### src/ftra_pkg.sv
// Shared types and constants for the frame tagged ring allocator.
package ftra_pkg;

  localparam int REGION_DEPTH = 16;
  localparam int IDX_W = $clog2(REGION_DEPTH);
  localparam int CNT_W = $clog2(REGION_DEPTH + 1);

  localparam logic [31:0] CAPACITY_RESET = 32'(128 * 1024 * 4);

  localparam logic OP_ALLOCATE = 1'b0;
  localparam logic OP_TRIM = 1'b1;

  localparam logic [1:0] STATUS_OK = 2'd0;
  localparam logic [1:0] STATUS_RESTART = 2'd1;
  localparam logic [1:0] STATUS_OVERSIZE = 2'd2;
  localparam logic [1:0] STATUS_FULL = 2'd3;

  typedef struct packed {
    logic        operation;
    logic [31:0] byte_count;
    logic [63:0] frame_number;
  } req_word_t;

  typedef struct packed {
    logic [1:0]  status;
    logic [31:0] offset;
    logic [4:0]  regions_in_use;
  } rsp_word_t;

  typedef struct packed {
    logic [31:0] start;
    logic [63:0] frame;
  } region_t;

  typedef struct packed {
    logic shift;
    logic load;
  } cell_ctrl_t;

endpackage

### src/ftra_cell.sv
// One region cell of the queue chain: loads a new region or takes its neighbor's.
module ftra_cell (
  input  logic                 clk,
  input  ftra_pkg::cell_ctrl_t ctrl,
  input  ftra_pkg::region_t    neighbor,
  input  ftra_pkg::region_t    load_data,
  output ftra_pkg::region_t    q
);

  ftra_pkg::region_t region;

  always_ff @(posedge clk) begin
    if (ctrl.shift) begin
      region <= neighbor;
    end else if (ctrl.load) begin
      region <= load_data;
    end
  end

  assign q = region;

endmodule

### src/frame_tagged_ring_allocator.sv
// Top level of the frame tagged ring allocator: control, newest region and cell chain.
//
// Requests arrive on the req channel (valid/ready) as one word holding an
// operation, a byte count and a frame number. Each request yields exactly one
// word on the rsp channel: a status, the granted offset and the number of
// live regions afterwards. The ring size is set by cfg_write_en/cfg_write_data
// and may only be changed while no request is in flight.
//
// The live regions sit in a chain of cells ordered oldest first; the oldest
// is always in cell 0, so a trim shifts the chain by one cell per cycle.
// An allocate forms the end-of-newest sum in ST_CALC, then makes the fit
// decision in ST_DEC and registers its result once the output register is
// free. A trim retires its regions from cell 0 in ST_TRIM, then registers
// its result after the final compare, again once the output register is
// free. The next request is accepted only on the return to ST_IDLE.
//
// Reset empties the queue and sets the ring size to 524288 bytes; no
// clearing pass is needed. A finished result waits in the output register
// while the next request is accepted; if the receiver is still stalling when
// that request completes, the block holds there until the word is taken.
module frame_tagged_ring_allocator (
  input  logic                clk,
  input  logic                rst,
  input  logic                req_valid,
  output logic                req_ready,
  input  ftra_pkg::req_word_t req,
  output logic                rsp_valid,
  input  logic                rsp_ready,
  output ftra_pkg::rsp_word_t rsp,
  input  logic                cfg_write_en,
  input  logic [31:0]         cfg_write_data
);

  localparam logic [1:0] ST_IDLE = 2'd0;
  localparam logic [1:0] ST_CALC = 2'd1;
  localparam logic [1:0] ST_DEC = 2'd2;
  localparam logic [1:0] ST_TRIM = 2'd3;

  logic [1:0] state;
  logic [ftra_pkg::CNT_W-1:0] count;
  logic [31:0] capacity;

  logic [31:0] need;
  logic [63:0] frame;
  logic [32:0] after_end;
  logic [31:0] newest_start;
  logic [31:0] newest_len;
  logic [63:0] newest_frame;

  ftra_pkg::region_t cell_q [ftra_pkg::REGION_DEPTH];
  ftra_pkg::region_t new_region;
  ftra_pkg::region_t oldest;

  logic [33:0] end_sum;
  logic [33:0] oldest_w;
  logic [33:0] cap_w;
  logic [33:0] after_w;
  logic empty;
  logic found;
  logic at_after;
  logic oversize;
  logic restart;
  logic extend;
  logic full;
  logic push;
  logic [31:0] where_off;
  logic out_free;
  logic dec_fire;
  logic push_en;
  logic pop;
  logic trim_done;
  logic [ftra_pkg::IDX_W-1:0] wr_idx;
  logic [ftra_pkg::CNT_W-1:0] count_base;

  assign oldest = cell_q[0];
  assign out_free = !rsp_valid || rsp_ready;
  assign req_ready = (state == ST_IDLE);

  // Fit test: all sums are kept wide so nothing wraps against the capacity.
  always_comb begin
    end_sum = {1'b0, after_end} + {2'b00, need};
    oldest_w = {2'b00, oldest.start};
    cap_w = {2'b00, capacity};
    after_w = {1'b0, after_end};
    empty = (count == '0);
    found = 1'b0;
    at_after = 1'b0;
    if (empty) begin
      found = (need <= capacity);
    end else if (oldest_w < after_w) begin
      if (end_sum < cap_w) begin
        found = 1'b1;
        at_after = 1'b1;
      end else if (need < oldest.start) begin
        found = 1'b1;
      end
    end else if (end_sum <= oldest_w) begin
      found = 1'b1;
      at_after = 1'b1;
    end
    oversize = !found && (need > capacity);
    restart = !found && !oversize;
    extend = found && !empty && at_after && (frame == newest_frame);
    full = found && !extend && (count == ftra_pkg::CNT_W'(ftra_pkg::REGION_DEPTH));
    push = !oversize && !extend && !full;
    where_off = (found && at_after) ? after_end[31:0] : 32'd0;
    count_base = restart ? '0 : count;
    wr_idx = count_base[ftra_pkg::IDX_W-1:0];
  end

  assign dec_fire = (state == ST_DEC) && out_free;
  assign push_en = dec_fire && push;
  assign pop = (state == ST_TRIM) && !empty && (oldest.frame <= frame);
  assign trim_done = (state == ST_TRIM) && !pop && out_free;

  assign new_region.start = where_off;
  assign new_region.frame = frame;

  for (genvar i = 0; i < ftra_pkg::REGION_DEPTH; i++) begin : g_cell
    ftra_pkg::cell_ctrl_t ctrl;
    ftra_pkg::region_t neighbor;

    assign ctrl.shift = pop;
    assign ctrl.load = push_en && (wr_idx == ftra_pkg::IDX_W'(i));

    if (i == ftra_pkg::REGION_DEPTH - 1) begin : g_last
      assign neighbor = cell_q[i];
    end else begin : g_mid
      assign neighbor = cell_q[i + 1];
    end

    ftra_cell u_cell (
      .clk       (clk),
      .ctrl      (ctrl),
      .neighbor  (neighbor),
      .load_data (new_region),
      .q         (cell_q[i])
    );
  end

  always_ff @(posedge clk) begin
    if (rst) begin
      state <= ST_IDLE;
      count <= '0;
      capacity <= ftra_pkg::CAPACITY_RESET;
      rsp_valid <= 1'b0;
    end else begin
      if (cfg_write_en) begin
        capacity <= cfg_write_data;
      end
      if (dec_fire || trim_done) begin
        rsp_valid <= 1'b1;
      end else if (rsp_ready) begin
        rsp_valid <= 1'b0;
      end
      case (state)
        ST_IDLE: begin
          if (req_valid) begin
            state <= (req.operation == ftra_pkg::OP_TRIM) ? ST_TRIM : ST_CALC;
          end
        end
        ST_CALC: begin
          state <= ST_DEC;
        end
        ST_DEC: begin
          if (dec_fire) begin
            state <= ST_IDLE;
            if (push) begin
              count <= count_base + ftra_pkg::CNT_W'(1);
            end
          end
        end
        ST_TRIM: begin
          if (pop) begin
            count <= count - ftra_pkg::CNT_W'(1);
          end else if (trim_done) begin
            state <= ST_IDLE;
          end
        end
        default: begin
          state <= ST_IDLE;
        end
      endcase
    end
  end

  // Request fields, the newest region and the result word need no reset.
  always_ff @(posedge clk) begin
    if (req_valid && req_ready) begin
      need <= req.byte_count;
      frame <= req.frame_number;
    end
    if (state == ST_CALC) begin
      after_end <= {1'b0, newest_start} + {1'b0, newest_len};
    end
    if (dec_fire) begin
      if (oversize) begin
        rsp.status <= ftra_pkg::STATUS_OVERSIZE;
        rsp.offset <= 32'd0;
        rsp.regions_in_use <= 5'(count);
      end else if (extend) begin
        newest_len <= newest_len + need;
        rsp.status <= ftra_pkg::STATUS_OK;
        rsp.offset <= where_off;
        rsp.regions_in_use <= 5'(count);
      end else if (full) begin
        rsp.status <= ftra_pkg::STATUS_FULL;
        rsp.offset <= 32'd0;
        rsp.regions_in_use <= 5'(count);
      end else begin
        newest_start <= where_off;
        newest_len <= need;
        newest_frame <= frame;
        rsp.status <= restart ? ftra_pkg::STATUS_RESTART : ftra_pkg::STATUS_OK;
        rsp.offset <= where_off;
        rsp.regions_in_use <= 5'(count_base + ftra_pkg::CNT_W'(1));
      end
    end
    if (trim_done) begin
      rsp.status <= ftra_pkg::STATUS_OK;
      rsp.offset <= 32'd0;
      rsp.regions_in_use <= 5'(count);
    end
  end

  a_count_bound: assert property (@(posedge clk) disable iff (rst)
    count <= ftra_pkg::CNT_W'(ftra_pkg::REGION_DEPTH))
    else $error("region count above queue depth");

  a_pop_decrements: assert property (@(posedge clk) disable iff (rst)
    pop |=> (count == $past(count) - ftra_pkg::CNT_W'(1)))
    else $error("trim retire did not lower the region count by one");

  a_result_source: assert property (@(posedge clk) disable iff (rst)
    $rose(rsp_valid) |-> ($past(state) == ST_DEC || $past(state) == ST_TRIM))
    else $error("result word loaded outside a finishing state");

  a_accept_leaves_idle: assert property (@(posedge clk) disable iff (rst)
    (req_valid && req_ready) |=> (state != ST_IDLE))
    else $error("accepted request did not start processing");

endmodule

### config.mk
export PLATFORM = sky130hd
export DESIGN_NAME = frame_tagged_ring_allocator
export DESIGN_NICKNAME = d
export VERILOG_FILES = /design/src/ftra_pkg.sv /design/src/ftra_cell.sv /design/src/frame_tagged_ring_allocator.sv
export SDC_FILE = /design/constraint.sdc
export NUM_CORES = 2
export LEC_CHECK = 0
export ABC_AREA = 1
export BUFFER_PORTS_ARGS = -buffer_cell sky130_fd_sc_hd__buf_2
export CORE_ASPECT_RATIO = 0.8
export CORE_UTILIZATION = 52
export DETAILED_ROUTE_END_ITERATION = 8
export PLACE_DENSITY = 0.7
export SYNTH_ARGS = -nofsm -noshare
export SYNTH_HDL_FRONTEND = slang
export SYNTH_HIERARCHICAL = 1
export SYNTH_SLANG_ARGS = --single-unit
### constraint.sdc
create_clock -name clk -period 6.05 [get_ports clk]
set_input_delay 0 -clock clk [delete_from_list [all_inputs] [get_ports clk]]
set_output_delay 0 -clock clk [all_outputs]
set_load 0.005 [all_outputs]
==> summary.md <==
| Metric | Value |
|---|---|
| Post-Syn Area | 88,210 sq um |
| Max FO, Critical Path | 48 |
| Class of the worst hold path | input pin to flip-flop |
| Net switching power | 8431 uW |
| Post-route ant nets | 0 |
| Combinational power share | roughly 16% |
| Clk root buf | clkbuf_16 |
| First DRT Iteration DRCs | 7,971 |
| Clock power share | between 30% and 40% |
| Final Max Tran Viols | 0 |
| RSZ-0062 raised after global routing | yes |
| Clock buffer depth | 3 |
| Status | finished, final reports clean |
| DRC errors left | 0 |
| Slew @ Worst Pin | 1347 ps |
| Starting Density | 52.61% |
| Dpl cells | 11,399 |
| Post-synth EDFFs | 1,798 |
| Core Box Area | 167,700 sq um |
| Final hold slack | 42.04 ps |
| Slowest stage delay, CP | 450 ps |
| Pin count of the biggest net entering global routing | 87 |
| Net Count, Synth | 9,412 |
| MaxCap Viol Count | 0 |
| WL final | between 200,000 and 300,000 um |
| Gpl congestion | 0.9625 |
| Overflow left after global routing | 0 |
| Die area | about 170,000 sq um |
| Via count | 66,594 |
| Final setup skew | 28.85 ps |
| Clock Latency Late Sink | around 830 ps |
| Cell internal pwr | 22,790 uW |
| Pre-CTS setup slack | 212.0 ps |
| Final Critical Period | around 5800 ps |
| Sink Count | between 1,500 and 2,000 |
| Layout cell share with drive strength beyond 1 | 9.502% |
| Final hold violations | 0 |
| Die X | between 400 and 500 um |
| Mapped Cells | 8,954 |
| Fin crit share | 95.60% |
| Hpwl dp | 168,300 um |
| Peak supply drop | between 0.3 and 0.4 mV |
| 1st-pass router iterations | 9 |
| Sw frac | 27.01% |
| Setup violation total in the final timing report | 0 |
| Post-Layout Cell Count | roughly 12,000 |
| Power Total | 31,220 uW |
| I/O Buffers | 174 |
| Seq/Total Area, Yosys | a little over three fifths |
| R2R Path Start | after_end[0] |
| # H-tree levels | 4 |
| Slowest stage cell on the critical path | edfxtp_1 |
| Crit path launch | after_end[0] |
| CTS buffer count | ~180 |
| Top FF cell, synth | edfxtp_1 |
| Final worst setup slack | 265.9 ps |
| Number of synthesized register bits | ~1,900 |
| Total track usage | 29.21% |
| Worst setup SP type | flip-flop |
| Die Y | 370.4 um |
| Crit path capture type | flip-flop |
| Worst Path Required | 6530 ps |
| Ys Warns | 6 |
| CP Class | flip-flop to flip-flop |
| CTS tree | yes |
| Antenna violations before repair | 9 |
| Pleak | 0.04405 uW |
| Yosys cell types | 63 |
| Routed len/inst | 21.17 um |
| Final core occ | 61.15% |
| Ys async rst share | 0% |
| Top-area cell type share of the netlist area | approximately 60% |
| Top cells by area, synth | edfxtp_1, nand2_1, ha_1 |
| CP arrival | approximately 6300 ps |
| Nets | 10,066 |
| Slew headroom | 10.13% |
| Avg Inst Size Synth | 9.851 sq um |
| Clock transition at the registers of the reported paths | 60 ps |
| Hold Path Origin | cfg_write_data[6] |
| Vias in the first global route | roughly 63,000 |
| Largest area contributor in the netlist | edfxtp_1 |
| Global-route wire length before repair | 381,300 um |
| R2R Setup Slk | between 200 and 300 ps |
| Layout area overhead | 16.23% |
| Seq pwr share | approximately half |
| Row Count | 134 |
| Boundary pin count | around 180 |
| DR vias/cell | 5.547 |
| Highest Clock Rate | 172.9 MHz |
| Power density over cell area | 304.5 nW/um^2 |
[cells in the final DEF (no fill, tap or decap), drive strengths merged, types with 11 or more instances in the layout]
| cell type | synthesis | routed |
|---|---|---|
| o21bai | 11 | 11 |
| o2111ai | 11 | 11 |
| nand3 | 96 | 96 |
| xor2 | 48 | 48 |
| a21oi | 237 | 237 |
| a21o | 17 | 17 |
| dfxtp | 74 | 74 |
| clkbuf | 21 | 251 |
| ha | 321 | 321 |
| o21ai | 163 | 163 |
| buf | 345 | 576 |
| a211oi | 11 | 11 |
| nor4 | 15 | 15 |
| xnor2 | 88 | 88 |
| inv | 336 | 343 |
| nor3 | 14 | 14 |
| nand4 | 40 | 40 |
| nand2 | 5056 | 5056 |
| nor2 | 154 | 154 |
| o21a | 14 | 14 |
| a31oi | 18 | 18 |
| clkinv | 1 | 66 |
| dlygate4sd3 | 0 | 255 |
| edfxtp | 1798 | 1798 |
| or2 | 28 | 28 |
[critical path: cells and delay by family, from the launching register on]
kind | cells | cell delay (ps)
AND/OR/NAND/NOR | 23 | 2670
adder cells (fa/ha/maj) | 3 | 920
buffers and inverters | 5 | 600
AO/OA/AOI/OAI | 4 | 540
flip-flops | 1 | 450
XOR/XNOR | 1 | 170
[power groups by stage]
stage	Sequential (uW)	Combinational [uW]	Clock, uW
floorplan	15500	2800	0
global placement	15600	4450	0
detailed placement	15600	4580	0
CTS	15300	4740	11200
global route	15300	5360	11700
finish	15300	4840	11000
[cells by family after synthesis]
| kind of cell | Yosys count | synth area share (%) |
|---|---|---|
| fa+ha+maj | 324 | 4.621 |
| simple gates | 5407 | 23.58 |
| buf+inv | 703 | 4.280 |
| xor+xnor | 136 | 1.350 |
| mux | 1 | 0.01135 |
| flops | 1872 | 62.89 |
| compound gates | 511 | 3.268 |
[worst paths after layout]
path / cells after the start / to
max: 36 / g_cell[1].u_cell/q[75]
min reg2reg: 2 / rsp[21]
min: 4 / capacity[6]
max reg2reg: 36 / g_cell[1].u_cell/q[75]
[per-stage QoR]
step                      area [sq um]  setup TNS (ps)
final                           102500               0
after global routing            102500          -147.8
after CTS                       102200               0
after detailed placement         94000               0
after global placement           94000               0
after floorplan                  88340               0
[Yosys cell counts (all sizes together), types with 2 or more instances]
library cell	instances
a21o	17
nand2	5056
o31ai	2
a21oi	237
o21ai	163
dfxtp	74
a221oi	2
nor4b	2
o2111ai	11
o21a	14
buf	345
clkbuf	21
nor3	14
o211ai	5
xor2	48
nand3	96
or2	28
a211oi	11
fa	3
nor4	15
nor2	154
nand4	40
edfxtp	1798
a31oi	18
a21boi	8
inv	336
o221ai	7
o21bai	11
ha	321
xnor2	88
[area by class of cell]
cell class / count / area, sq um
Antenna cell: 6 / 15.01
Clock buffer: 247 / 4967
Clock inverter: 86 / 681.9
Fill cell: 13564 / 65140
Inverter: 337 / 1315
Multi-Input combinational cell: 6379 / 29120
Sequential cell: 1872 / 55470
Tap cell: 2244 / 2808
Timing Repair Buffer: 835 / 8149
[registers in the layout (all words and copies together), names as in the netlist]
register / cells
after_end: 33
capacity: 32
count: 5
frame: 64
g_cell.u_cell/q: 1536
need: 32
newest_frame: 64
newest_len: 32
newest_start: 32
rsp: 39
rsp_valid: 1
state: 2
[layer usage]
| metal | vias up | share of wire (%) | track usage (%) |
|---|---|---|---|
| li1 | 30749 | - | - |
| met2 | 3377 | 45 | 45.40 |
| met5 | - | 0.011 | 0 |
| met3 | 407 | 10 | 4.751 |
| met1 | 32057 | 43 | 42.66 |
| met4 | 4 | 2.5 | 7.801 |
[timing repair]
| item | in CTS | in global routing |
|---|---|---|
| hold buffers | 255 | 0 |
| setup buffers | 0 | 8 |
| resized for setup | 0 | 15 |
| setup endpoints to repair | 0 | 1168 |
| hold endpoints to repair | 162 | 0 |
(Power assumes the default switching activity.)
